==> config.mk <==
export PLATFORM = sky130hd
export DESIGN_NAME = min_cyclic_hamming_distance_unit
export DESIGN_NICKNAME = d
export VERILOG_FILES = /design/src/rtl/core/mchd_pkg.sv /design/src/rtl/core/mchd_ram.sv /design/src/rtl/core/mchd_scorer.sv /design/src/rtl/core/min_cyclic_hamming_distance_unit.sv
export VERILOG_INCLUDE_DIRS = /design/src /design/src/rtl/core
export SDC_FILE = /design/constraint.sdc
export NUM_CORES = 1
export LEC_CHECK = 0
export BUFFER_PORTS_ARGS = -buffer_cell sky130_fd_sc_hd__buf_2
export CAP_MARGIN = 20
export CELL_PAD_IN_SITES_DETAIL_PLACEMENT = 1
export CELL_PAD_IN_SITES_GLOBAL_PLACEMENT = 1
export CORE_MARGIN = 3
export CORE_UTILIZATION = 56
export DETAILED_ROUTE_END_ITERATION = 8
export PLACE_DENSITY_LB_ADDON = 0.1
export SLEW_MARGIN = 0
export SYNTH_ARGS = -nofsm -noshare
export SYNTH_HDL_FRONTEND = slang
export SYNTH_SLANG_ARGS = --single-unit
==> constraint.sdc <==
create_clock -name clk -period 5.2 [get_ports clk]
set_input_delay 0.52 -clock clk [delete_from_list [all_inputs] [get_ports clk]]
set_output_delay 0.52 -clock clk [all_outputs]
set_load 0.03 [all_outputs]
==> src/rtl/core/min_cyclic_hamming_distance_unit_assert.svh <==
// assertion macros for the cyclic hamming distance unit
// clock is clk, reset is rst_n (active low) in every user
`ifndef MIN_CYCLIC_HAMMING_DISTANCE_UNIT_ASSERT_SVH
`define MIN_CYCLIC_HAMMING_DISTANCE_UNIT_ASSERT_SVH

`ifndef NO_ASSERTIONS

// property checked at every rising clock edge outside reset
`define MCHD_ASSERT(label, prop, msg) \
    label: assert property (@(posedge clk) disable iff (!rst_n) prop) else $error(msg);

// condition that must never hold
`define MCHD_ASSERT_NEVER(label, expr, msg) \
    `MCHD_ASSERT(label, !(expr), msg)

`else

`define MCHD_ASSERT(label, prop, msg)
`define MCHD_ASSERT_NEVER(label, expr, msg)

`endif

`endif

==> src/rtl/core/mchd_pkg.sv <==
package mchd_pkg;

    localparam int MAX_LEN = 64;
    localparam int ADDR_W  = (MAX_LEN > 1) ? $clog2(MAX_LEN) : 1;
    localparam int LEN_W   = $clog2(MAX_LEN + 1);
    localparam int LETTER_W = 8;

    // input item modes
    localparam logic [1:0] MODE_TARGET = 2'd0;
    localparam logic [1:0] MODE_CAND   = 2'd1;
    localparam logic [1:0] MODE_EVAL   = 2'd2;

    typedef struct packed {
        logic [1:0]                 mode;
        logic signed [LETTER_W-1:0] letter;
    } in_item_t;

    typedef struct packed {
        logic [7:0] distance;
        logic [5:0] rotation;
        logic       rotation_valid;
        logic       overflow;
    } out_item_t;

    // control travelling with one pair of memory reads
    typedef struct packed {
        logic              valid;
        logic              first;
        logic              last;
        logic              final_rot;
        logic [ADDR_W-1:0] rot;
    } scan_ctrl_t;

endpackage

==> src/rtl/core/mchd_ram.sv <==
module mchd_ram #(
    parameter int WIDTH = 8,
    parameter int DEPTH = 64
) (
    input  logic                     clk,
    input  logic                     we,
    input  logic [$clog2(DEPTH)-1:0] waddr,
    input  logic [WIDTH-1:0]         wdata,
    input  logic [$clog2(DEPTH)-1:0] raddr,
    output logic [WIDTH-1:0]         rdata
);

    logic [WIDTH-1:0] mem [DEPTH];
    logic [WIDTH-1:0] rdata_reg;

    always_ff @(posedge clk)
    begin
        if (we)
        begin
            mem[waddr] <= wdata;
        end
        rdata_reg <= mem[raddr];
    end

    assign rdata = rdata_reg;

endmodule

==> src/rtl/core/mchd_scorer.sv <==
module mchd_scorer (
    input  logic                           clk,
    input  logic                           rst_n,
    input  mchd_pkg::scan_ctrl_t           ctrl,
    input  logic [mchd_pkg::LETTER_W-1:0]  t_data,
    input  logic [mchd_pkg::LETTER_W-1:0]  c_data,
    input  logic [mchd_pkg::LEN_W-1:0]     diff,
    output logic [mchd_pkg::LEN_W-1:0]     best,
    output logic [mchd_pkg::ADDR_W-1:0]    best_rot,
    output logic                           done
);

    mchd_pkg::scan_ctrl_t              ctrl_reg;
    logic [mchd_pkg::LEN_W-1:0]        score_reg;
    logic [mchd_pkg::LEN_W-1:0]        score_next;
    logic [mchd_pkg::LEN_W-1:0]        best_reg;
    logic [mchd_pkg::ADDR_W-1:0]       best_rot_reg;
    logic                              done_reg;
    logic                              mism;

    // ctrl_reg lines up with the registered read data
    assign mism       = (t_data != c_data);
    assign score_next = (ctrl_reg.first ? diff : score_reg)
                        + mchd_pkg::LEN_W'(mism);

    always_ff @(posedge clk or negedge rst_n)
    begin
        if (!rst_n)
        begin
            ctrl_reg <= '0;
            done_reg <= 1'b0;
        end
        else
        begin
            ctrl_reg <= ctrl;
            done_reg <= ctrl_reg.valid && ctrl_reg.last && ctrl_reg.final_rot;
        end
    end

    always_ff @(posedge clk)
    begin
        if (ctrl_reg.valid)
        begin
            score_reg <= score_next;
            // strict less keeps the first rotation on a tie
            if (ctrl_reg.last && ((ctrl_reg.rot == '0) || (score_next < best_reg)))
            begin
                best_reg     <= score_next;
                best_rot_reg <= ctrl_reg.rot;
            end
        end
    end

    assign best     = best_reg;
    assign best_rot = best_rot_reg;
    assign done     = done_reg;

endmodule

==> src/rtl/core/min_cyclic_hamming_distance_unit.sv <==
// minimum cyclic hamming distance unit
//
// input channel (in_valid / in_stall / in_data) carries one transaction per
// item: mode target appends a letter to the target word, mode candidate
// appends to the candidate word, mode evaluate scores every rotation of the
// target against the candidate and then empties both words. mode 3 is ignored.
// letters past the store depth are dropped and flagged in overflow.
//
// load transactions are taken back to back while idle. an evaluate transaction scans both
// letter memories one compare per cycle: min(lengths) compares for each of
// the target_length rotations, set by the single read port of each memory;
// then the scorer drains and the result is registered. an empty word skips
// the scan. in_stall stays high for the whole scan.
//
// output channel (out_valid / out_stall / out_data) gives one transaction per
// evaluate. the result sits in an output register, so loads continue while the
// receiver stalls; only a finished evaluate waits for the register to empty.
// reset empties both words and clears the drop flag; memory contents are
// never cleared since only written entries are read.
`include "min_cyclic_hamming_distance_unit_assert.svh"

module min_cyclic_hamming_distance_unit (
    input  logic                clk,
    input  logic                rst_n,
    input  logic                in_valid,
    output logic                in_stall,
    input  mchd_pkg::in_item_t  in_data,
    output logic                out_valid,
    input  logic                out_stall,
    output mchd_pkg::out_item_t out_data
);

    typedef enum logic [1:0] {
        ST_IDLE,
        ST_SCAN,
        ST_DRAIN,
        ST_FINISH
    } state_t;

    state_t                          state_reg, state_next;
    logic [mchd_pkg::LEN_W-1:0]      tlen_reg, tlen_next;
    logic [mchd_pkg::LEN_W-1:0]      clen_reg, clen_next;
    logic                            drop_reg, drop_next;
    logic                            direct_reg, direct_next;
    logic [mchd_pkg::ADDR_W-1:0]     rot_reg, rot_next;
    logic [mchd_pkg::ADDR_W-1:0]     pos_reg, pos_next;
    logic [mchd_pkg::ADDR_W-1:0]     idx_reg, idx_next;
    logic                            out_valid_reg, out_valid_next;
    mchd_pkg::out_item_t             out_data_reg, out_data_next;

    logic                            in_acc;
    logic                            tfull, cfull;
    logic                            wr_t, wr_c;
    logic [mchd_pkg::LEN_W-1:0]      min_len;
    logic [mchd_pkg::LEN_W-1:0]      diff;
    logic                            last_pos;
    logic                            last_rot;
    logic                            idx_wrap;
    mchd_pkg::scan_ctrl_t            scan_ctrl;
    logic [mchd_pkg::LETTER_W-1:0]   t_rdata, c_rdata;
    logic [mchd_pkg::LEN_W-1:0]      sc_best;
    logic [mchd_pkg::ADDR_W-1:0]     sc_best_rot;
    logic                            sc_done;

    // only idle takes transactions, so loads never overlap a scan
    assign in_stall = (state_reg != ST_IDLE);
    assign in_acc   = in_valid && !in_stall;

    assign tfull = (tlen_reg == mchd_pkg::LEN_W'(mchd_pkg::MAX_LEN));
    assign cfull = (clen_reg == mchd_pkg::LEN_W'(mchd_pkg::MAX_LEN));
    assign wr_t  = in_acc && (in_data.mode == mchd_pkg::MODE_TARGET) && !tfull;
    assign wr_c  = in_acc && (in_data.mode == mchd_pkg::MODE_CAND) && !cfull;

    assign min_len = (tlen_reg < clen_reg) ? tlen_reg : clen_reg;
    assign diff    = (tlen_reg > clen_reg) ? (tlen_reg - clen_reg)
                                           : (clen_reg - tlen_reg);

    // scan position: rotation rot_reg, candidate letter pos_reg,
    // target letter idx_reg = (rot + pos) mod target length
    assign last_pos = ((mchd_pkg::LEN_W'(pos_reg) + mchd_pkg::LEN_W'(1)) == min_len);
    assign last_rot = ((mchd_pkg::LEN_W'(rot_reg) + mchd_pkg::LEN_W'(1)) == tlen_reg);
    assign idx_wrap = ((mchd_pkg::LEN_W'(idx_reg) + mchd_pkg::LEN_W'(1)) == tlen_reg);

    always_comb
    begin
        scan_ctrl.valid     = (state_reg == ST_SCAN);
        scan_ctrl.first     = (pos_reg == '0);
        scan_ctrl.last      = last_pos;
        scan_ctrl.final_rot = last_pos && last_rot;
        scan_ctrl.rot       = rot_reg;
    end

    mchd_ram #(
        .WIDTH (mchd_pkg::LETTER_W),
        .DEPTH (mchd_pkg::MAX_LEN)
    ) u_target_ram (
        .clk   (clk),
        .we    (wr_t),
        .waddr (tlen_reg[mchd_pkg::ADDR_W-1:0]),
        .wdata (in_data.letter),
        .raddr (idx_reg),
        .rdata (t_rdata)
    );

    mchd_ram #(
        .WIDTH (mchd_pkg::LETTER_W),
        .DEPTH (mchd_pkg::MAX_LEN)
    ) u_cand_ram (
        .clk   (clk),
        .we    (wr_c),
        .waddr (clen_reg[mchd_pkg::ADDR_W-1:0]),
        .wdata (in_data.letter),
        .raddr (pos_reg),
        .rdata (c_rdata)
    );

    mchd_scorer u_scorer (
        .clk      (clk),
        .rst_n    (rst_n),
        .ctrl     (scan_ctrl),
        .t_data   (t_rdata),
        .c_data   (c_rdata),
        .diff     (diff),
        .best     (sc_best),
        .best_rot (sc_best_rot),
        .done     (sc_done)
    );

    always_comb
    begin
        state_next     = state_reg;
        tlen_next      = tlen_reg;
        clen_next      = clen_reg;
        drop_next      = drop_reg;
        direct_next    = direct_reg;
        rot_next       = rot_reg;
        pos_next       = pos_reg;
        idx_next       = idx_reg;
        out_data_next  = out_data_reg;
        out_valid_next = out_valid_reg && out_stall;

        case (state_reg)
            ST_IDLE:
            begin
                if (in_acc)
                begin
                    case (in_data.mode)
                        mchd_pkg::MODE_TARGET:
                        begin
                            if (tfull)
                                drop_next = 1'b1;
                            else
                                tlen_next = tlen_reg + mchd_pkg::LEN_W'(1);
                        end
                        mchd_pkg::MODE_CAND:
                        begin
                            if (cfull)
                                drop_next = 1'b1;
                            else
                                clen_next = clen_reg + mchd_pkg::LEN_W'(1);
                        end
                        mchd_pkg::MODE_EVAL:
                        begin
                            rot_next = '0;
                            pos_next = '0;
                            idx_next = '0;
                            // an empty word needs no scan: every rotation scores diff
                            if (min_len == '0)
                            begin
                                direct_next = 1'b1;
                                state_next  = ST_FINISH;
                            end
                            else
                            begin
                                direct_next = 1'b0;
                                state_next  = ST_SCAN;
                            end
                        end
                        default:
                        begin
                            state_next = ST_IDLE;
                        end
                    endcase
                end
            end

            ST_SCAN:
            begin
                if (last_pos)
                begin
                    pos_next = '0;
                    if (last_rot)
                    begin
                        state_next = ST_DRAIN;
                    end
                    else
                    begin
                        rot_next = rot_reg + mchd_pkg::ADDR_W'(1);
                        idx_next = rot_reg + mchd_pkg::ADDR_W'(1);
                    end
                end
                else
                begin
                    pos_next = pos_reg + mchd_pkg::ADDR_W'(1);
                    idx_next = idx_wrap ? '0 : (idx_reg + mchd_pkg::ADDR_W'(1));
                end
            end

            ST_DRAIN:
            begin
                if (sc_done)
                    state_next = ST_FINISH;
            end

            ST_FINISH:
            begin
                // wait until the output register is free
                if (!(out_valid_reg && out_stall))
                begin
                    out_valid_next = 1'b1;
                    if (direct_reg)
                    begin
                        out_data_next.distance       = 8'(diff);
                        out_data_next.rotation       = '0;
                        out_data_next.rotation_valid = (tlen_reg != '0);
                    end
                    else
                    begin
                        out_data_next.distance       = 8'(sc_best);
                        out_data_next.rotation       = 6'(sc_best_rot);
                        out_data_next.rotation_valid = 1'b1;
                    end
                    out_data_next.overflow = drop_reg;
                    tlen_next  = '0;
                    clen_next  = '0;
                    drop_next  = 1'b0;
                    state_next = ST_IDLE;
                end
            end

            default:
            begin
                state_next = ST_IDLE;
            end
        endcase
    end

    always_ff @(posedge clk or negedge rst_n)
    begin
        if (!rst_n)
        begin
            state_reg     <= ST_IDLE;
            tlen_reg      <= '0;
            clen_reg      <= '0;
            drop_reg      <= 1'b0;
            direct_reg    <= 1'b0;
            rot_reg       <= '0;
            pos_reg       <= '0;
            idx_reg       <= '0;
            out_valid_reg <= 1'b0;
        end
        else
        begin
            state_reg     <= state_next;
            tlen_reg      <= tlen_next;
            clen_reg      <= clen_next;
            drop_reg      <= drop_next;
            direct_reg    <= direct_next;
            rot_reg       <= rot_next;
            pos_reg       <= pos_next;
            idx_reg       <= idx_next;
            out_valid_reg <= out_valid_next;
        end
    end

    always_ff @(posedge clk)
    begin
        out_data_reg <= out_data_next;
    end

    assign out_valid = out_valid_reg;
    assign out_data  = out_data_reg;

    `MCHD_ASSERT_NEVER(a_no_write_while_busy, (state_reg != ST_IDLE) && (wr_t || wr_c), "letter memory written during evaluation")
    `MCHD_ASSERT(a_len_bound, (tlen_reg <= mchd_pkg::LEN_W'(mchd_pkg::MAX_LEN)) && (clen_reg <= mchd_pkg::LEN_W'(mchd_pkg::MAX_LEN)), "word length beyond store depth")
    `MCHD_ASSERT(a_done_in_drain, sc_done |-> (state_reg == ST_DRAIN), "scorer finished outside drain")
    `MCHD_ASSERT(a_eval_blocks_input, (in_acc && (in_data.mode == mchd_pkg::MODE_EVAL)) |=> in_stall, "evaluate did not block further input")

endmodule

=== After elaboration in Yosys (flattened, before gate mapping) ===
Memory sizes are Yosys's and may differ from the RTL's. A register that Yosys moved wholly into a read port is not among the register bits.
Cells that the tools add are included.
W data, S select, Z words.

* Bits in registers: 84
* Bits in latches: 0
* Memory bits (writable): 1024
* ROM bits: 0
* Input bits: 14
* Output and inout port bits: 18
* Memories kept: 2

* Add/sub/neg operators: 11
* Multiply operators: 0
* Divide/modulo/power cells: 0
* $lt $le $gt $ge: 3
* Eq/ne operators: 27
* Shift operators: 0
* Multiplexer cells: 43
* Bitwise operators: 1
* Reduce and logical (&&, ||, !) cells: 34

{| class="wikitable"
|+ Memory list
! memory !! depth !! bits a word !! read ports !! clocked after memory_dff !! write ports !! line !! text
|-
| u_cand_ram.mem || 64 || 8 || 1 || 1 || 1 || mchd_ram.sv:13 || <nowiki>logic [WIDTH-1:0] mem [DEPTH];</nowiki>
|-
| u_target_ram.mem || 64 || 8 || 1 || 1 || 1 || mchd_ram.sv:13 ||
|}

{| class="wikitable"
|+ Operators by type and width
! operator !! count
|-
| $mux W7 || 10
|-
| $mux W6 || 7
|-
| $pmux W6 S2 || 3
|-
| $pmux W7 S2 || 2
|-
| $add A6 B1 Y7 const B || 3
|-
| $eq A7 B7 Y1 || 3
|-
| $ne A2 B2 Y1 const B || 10
|-
| $add A6 B1 Y6 const B || 3
|-
| $reduce_and A5 Y1 || 3
|-
| $add A7 B1 Y7 const B || 2
|-
| $eq A7 B7 Y1 const B || 2
|-
| $lt A7 B7 Y1 || 2
|-
| $mux W14 || 1
|-
| $sub A7 B7 Y7 || 2
|-
| $logic_not A6 Y1 || 2
|-
| $mux W2 || 6
|-
| $ne A3 B3 Y1 const B || 4
|-
| $reduce_and A6 Y1 || 2
|-
| $logic_and A1 B1 Y1 || 10
|-
| $mux W1 || 10
|-
| $ne A8 B8 Y1 || 1
|-
| $pmux W2 S4 || 1
|-
| $add A7 B1 Y7 || 1
|-
| $gt A7 B7 Y1 || 1
|-
| other kinds (16) || 28
|}

=== Depth between registers and ports, before layout ===
* Word-level depth: 8
* Depth in mapped cells: 19
* Mapped depth without buffers: 16

=== Hierarchy ===
A second synthesis with hierarchy kept.

* Cell total of the unflattened synthesis: 2421
* Area, all modules: 45716.3 um^2

{| class="wikitable"
|+ By module, submodules not included
! module !! instances !! cells an instance !! area an instance (um^2) !! sequential area each (um^2)
|-
| mchd_ram || 2 || 940 || 20166.8 || 15534.9
|-
| min_cyclic_hamming_distance_unit || 1 || 450 || 4016.4 || 1376.3
|-
| mchd_scorer || 1 || 91 || 1366.3 || 875.8
|}

=== Worst setup path after synthesis ===
Ideal clock, no wire load.

* Kind: flip-flop to flip-flop
* Start: reg tlen_reg[3] (netlist bit)
* End: reg u_scorer.best_reg (netlist bit u_scorer.best[0]) (enable)
* Setup time: 0.421 ns
* Data arrival time: 4.264 ns
* Required time: 4.779 ns
* Path slack: 0.514 ns
* Stages on the path, launching flop included: 19
* Path buffers: 3
* Period minus slack after synthesis: 4.686 ns
* Cell sequence: dfrtp_1 > clkbuf_1 > inv_1 > ha_1 > buf_2 > nand2_1 > a211oi_2 > o21ai_1 > buf_2 > and4b_1 > a2111oi_2 > xnor2_1 > ha_1 > a21o_1 > a21o_1 > a21o_1 > a21o_1 > a211o_1 > o41ai_1

* Cells in the longest elaborated chain, start to end: 8
* Elaborated cells on any way between the ends: 10
* Classes of those cells: add/sub: 3; order compare: 2; mux: 2; reduce/logical: 3

{| class="wikitable"
|+ Ends and longest elaborated chain
! item !! line !! text
|-
| start, declared || min_cyclic_hamming_distance_unit.sv:41 || <nowiki>logic [mchd_pkg::LEN_W-1:0] tlen_reg, tlen_next;</nowiki>
|-
| start signal, assigned || min_cyclic_hamming_distance_unit.sv:265 || <nowiki>tlen_reg <= tlen_next;</nowiki>
|-
| $gt A7 B7 Y1 || min_cyclic_hamming_distance_unit.sv:75 || <nowiki>assign diff = (tlen_reg > clen_reg) ? (tlen_reg - clen_reg)</nowiki>
|-
| $mux W7 || min_cyclic_hamming_distance_unit.sv:75 ||
|-
| $mux W7 || mchd_scorer.sv:23 || <nowiki>assign score_next = (ctrl_reg.first ? diff : score_reg)</nowiki>
|-
| $add A7 B1 Y7 || mchd_scorer.sv:24 || <nowiki>+ mchd_pkg::LEN_W'(mism);</nowiki>
|-
| named net u_scorer.score_next, one bit || mchd_scorer.sv:15 || <nowiki>logic [mchd_pkg::LEN_W-1:0] score_next;</nowiki>
|-
| $lt A7 B7 Y1 || mchd_scorer.sv:46 || <nowiki>if (ctrl_reg.last && ((ctrl_reg.rot == '0) || (score_next < best_reg)))</nowiki>
|-
| $logic_or A1 B1 Y1 || mchd_scorer.sv:46 ||
|-
| $logic_and A1 B1 Y1 || mchd_scorer.sv:46 ||
|-
| $reduce_and A2 Y1 (no source line) || - ||
|-
| end signal, assigned || mchd_scorer.sv:48 || <nowiki>best_reg <= score_next;</nowiki>
|-
| end, declared || mchd_scorer.sv:16 || <nowiki>logic [mchd_pkg::LEN_W-1:0] best_reg;</nowiki>
|}

The timed path passes the listed nets, and every way through them passes these cells.
A chain may end at the register's enable or synchronous reset.

=== Final worst setup path ===
* Start: reg tlen_reg[4] (netlist bit)
* End: reg u_scorer.best_reg (netlist bit u_scorer.best[4]) (enable)

* Cells in the longest elaborated chain, start to end: 8
* Elaborated cells on any way between the ends: 10
* Classes of those cells: add/sub: 3; order compare: 2; mux: 2; reduce/logical: 3

{| class="wikitable"
|+ Ends and longest elaborated chain
! item !! line !! text
|-
| $sub A7 B7 Y7 (tied with other cells) || min_cyclic_hamming_distance_unit.sv:76 || <nowiki>: (clen_reg - tlen_reg);</nowiki>
|-
| $mux W7 (*) || min_cyclic_hamming_distance_unit.sv:75 ||
|-
| $mux W7 (*) || mchd_scorer.sv:23 ||
|-
| $add A7 B1 Y7 (*) || mchd_scorer.sv:24 ||
|-
| named net u_scorer.score_next, one bit || mchd_scorer.sv:15 ||
|-
| $lt A7 B7 Y1 (*) || mchd_scorer.sv:46 ||
|-
| $logic_or A1 B1 Y1 (*) || mchd_scorer.sv:46 ||
|-
| $logic_and A1 B1 Y1 (*) || mchd_scorer.sv:46 ||
|-
| $reduce_and A2 Y1 (no source line) (*) || - ||
|}

Mark *: on every way through the listed nets, which the timed path passes. The rest lies on a longest branch.

==> impl_metrics.csv <==
group,metric,value,unit
outcome,outcome,"completed",
synth,synth_most_common_cell,"edfxtp_1",
synth,yosys_register_bits,1123,
detailed_routing,dr.pass1.iters,5,
die,die-area,83900,µm²
placed_design,portBuffers,30,
hold_path,worstHoldPathType,"in2async",
finish,area_growth,11.3,%
grt,grt.overflow.total,0,
timing,min_period,4.83,ns
clock_tree,clk_pin_slew_worst_paths,0.06,ns
job,drv_cap,0,
synth,synthesis.nets,2238,
detailed_routing,wl_per_cell,31.9,µm
die,design.core.area,79400,µm²
grt,grt_usage,26.6,%
timing,max_freq,207,MHz
grt,grt_pass1_wl,162,mm
timing,setup_violations,0,
setup_path,path_class,"reg2reg",
setup_path,rrSetupSlack,0.37,ns
clock_tree,post-cts-setup-buffers,0,
setup_path,critical-path-slowest-cell,"ha_1",
grt,antenna_found_initial,0,
synth,ys.warnings.count,0,
synth,synth-main-ff-cell,"edfxtp_1",
clock_tree,htree_num_levels,3,
detailed_routing,num_vias,21900,
placed_design,place_ws,0.394,ns
synth,seq_area_frac_synth,74.0,%
setup_path,crit_path_cell_trace,"clkinv_1, ha_1, a21o_1, a211o_1, o21ai_1, buf_4, mux2_1, xor2_1, a211oi_1, xnor2_1, ha_1, a21o_1, a21o_1, a211o_1, o41ai_2, buf_4",
die,start_util,56.7,%
timing,slew_headroom,25.7,%
synth,synth_common_cells,"1059 x edfxtp_1, 336 x mux4_2, 158 x nor2_1",
timing,rsz0062_at_grt,"false",
pwr,p_leak,15.6,nW
timing,drv_slew,0,
clock_tree,cts_sinks,1123,
synth,postSynthAreaPerCell,20.6,µm²
synth,synth_top_cell_area_share,70.6,%
pwr,ir_worst_vdd,0.352,mV
detailed_routing,ant_nets,0,
pwr,p_total,18.1,mW
grt,grt_max_degree,90,
detailed_routing,drt_wl_total,108,mm
setup_path,cp-end-kind,"register",
clock_tree,cts_hold_buf,0,
die,die_x,290,µm
setup_path,path_delay_family,"compound AO/OA/AOI/OAI gates",
clock_tree,ctsResizeCount,0,
timing,worstMarginPinSlew,1.11,ns
synth,yosysTopAreaCell,"edfxtp_1",
die,pin_count,32,
detailed_routing,viasPerCell,6.45,
finish,final_layout_size_suffix_gt1_share,25.2,%
synth,synth_area,45100,µm²
clock_tree,cts_buffers,113,
finish,nets,2311,
timing,final-hold-violation-count,0,
detailed_routing,first_iter_violations,2406,
setup_path,max_stage_delay,0.41,ns
synth,ys_types,71,
timing,finalCritPeriodShare,92.9,%
timing,layout_setup_ws,0.368,ns
setup_path,crit_path_frequent_cell,"a21o_1",
placed_design,dp_hpwl,66.8,mm
timing,clock_skew,0.0210,ns
die,die_y,290,µm
setup_path,start_kind,"register",
setup_path,cp_max_fo,10,
synth,netlist_top_cells_area,"edfxtp_1 71%, mux4_2 17%, dfrtp_1 2.7%, nor2_1 1.3%, ha_1 0.94%",
clock_tree,ctsRootBufferMaster,"clkbuf_16",
synth,synth_edf_count,1059,
setup_path,cp_data_required_time,5.58,ns
pwr,power.density,361,nW/µm²
detailed_routing,post-route-drc-count,0,
synth,syn_inst,2188,
clock_tree,cts_tree,"built",
clock_tree,clk-insertion-delay-late,0.68,ns
clock_tree,cts_max_path_buffers,3,
placed_design,place.gp.congestion,0.862,
setup_path,cp.arrival,5.21,ns
grt,grt_pass1_vias,23300,
setup_path,path_buf_inv,3,
timing,fin_setup_tns,0,ns
finish,antennaDiodeCount,0,
synth,async_flop_share,4.27,%
die,rows,103,
-- cells in the final DEF (no fill, tap or decap), types with 6 or more instances in the layout --
master,Yosys,layout
clkbuf_1,69,18
xor2_1,21,21
nor2b_1,10,10
o21ai_0,39,39
buf_4,4,47
dfrtp_1,48,42
edfxtp_1,1059,1059
buf_2,10,22
and2_1,6,6
a22o_1,7,7
bufinv_16,0,11
nand3_1,40,40
a31oi_1,8,8
a21oi_1,21,21
clkbuf_8,0,10
clkinv_1,3,25
inv_1,37,37
nor4_1,11,11
a21o_1,14,14
nor3_1,12,12
mux4_2,336,336
ha_1,34,34
nand2b_1,7,7
clkinv_2,0,20
nor2_1,158,158
nand2_1,59,59
xnor2_1,26,26
dfxtp_1,16,16
mux2i_1,13,13
clkbuf_16,0,115
nand4_1,13,13
-- cell families (layout without fill, tap and decap cells) --
| family | count (synthesis) | in the layout | share of synthesized area (%) |
|---|---|---|---|
| flip-flops | 1123 | 1123 | 74.0 |
| multiplexers | 353 | 353 | 17.2 |
| AND/OR/NAND/NOR | 335 | 335 | 3.36 |
| buffers and inverters | 155 | 317 | 1.39 |
| AO/OA/AOI/OAI | 136 | 136 | 2.04 |
| XOR/XNOR | 49 | 49 | 1.01 |
| adder cells (fa/ha/maj) | 36 | 36 | 1.03 |
| other | 1 | 1 | 0.00832 |
-- final timing paths --
| check | startpoint | endpoint | cells after the start |
|---|---|---|---|
| worst max register to register | tlen_reg[4] | u_scorer.best[4] | 16 |
| max in group asynchronous | rst_n | idx_reg[0] | 2 |
| worst max-delay path | tlen_reg[4] | u_scorer.best[4] | 16 |
| worst min register to register | u_scorer.ctrl_reg[2] | u_scorer.best_rot[2] | 0 |
| worst min-delay path | rst_n | clen_reg[1] | 2 |
| min in group clk | out_stall | out_valid | 2 |
-- worst register-to-register path, cell delays in order (launching register included) --
cell	delay [ns]
dfrtp_1	0.35
clkinv_1	0.09
ha_1	0.41
a21o_1	0.22
a211o_1	0.34
o21ai_1	0.25
buf_4	0.23
mux2_1	0.37
xor2_1	0.19
a211oi_1	0.41
xnor2_1	0.25
ha_1	0.30
a21o_1	0.17
a21o_1	0.19
a211o_1	0.31
o41ai_2	0.14
buf_4	0.30
-- power breakdown --
part | total (mW) | switching (mW) | internal [mW]
clock | 8.08 | 3.36 | 4.72
combinational | 0.165 | 0.155 | 0.00995
sequential | 9.88 | 0 | 9.88
-- metal layers --
layer | track usage, % | part of all wire, %
met1 | 37.1 | 41
met2 | 45.3 | 52
met3 | 3.17 | 4.6
met4 | 7.59 | 2.9
met5 | 0 | 0
-- cell type report --
class,count,area (µm²)
multi-input cells,910,11100
flip-flops and latches,1123,33300
well taps,1050,1310
inverters,41,154
fillers,6486,29200
clock inverters,61,621
repair buffers,72,523
clock buffers,143,3080
-- stage by stage --
step	std cells	instance area [µm²]	utilization, %	hold WS, ns
after floorplan	2188	45100	-	0.224
final	3400	50100	63.2	0.0145
after CTS	3400	50100	63.2	0.00180
after detailed placement	3196	46400	58.5	0.425
after global routing	3400	50100	63.2	0.0471
after global placement	3196	46400	58.5	0.429
Note: power is estimated with default switching activity, not from simulation.
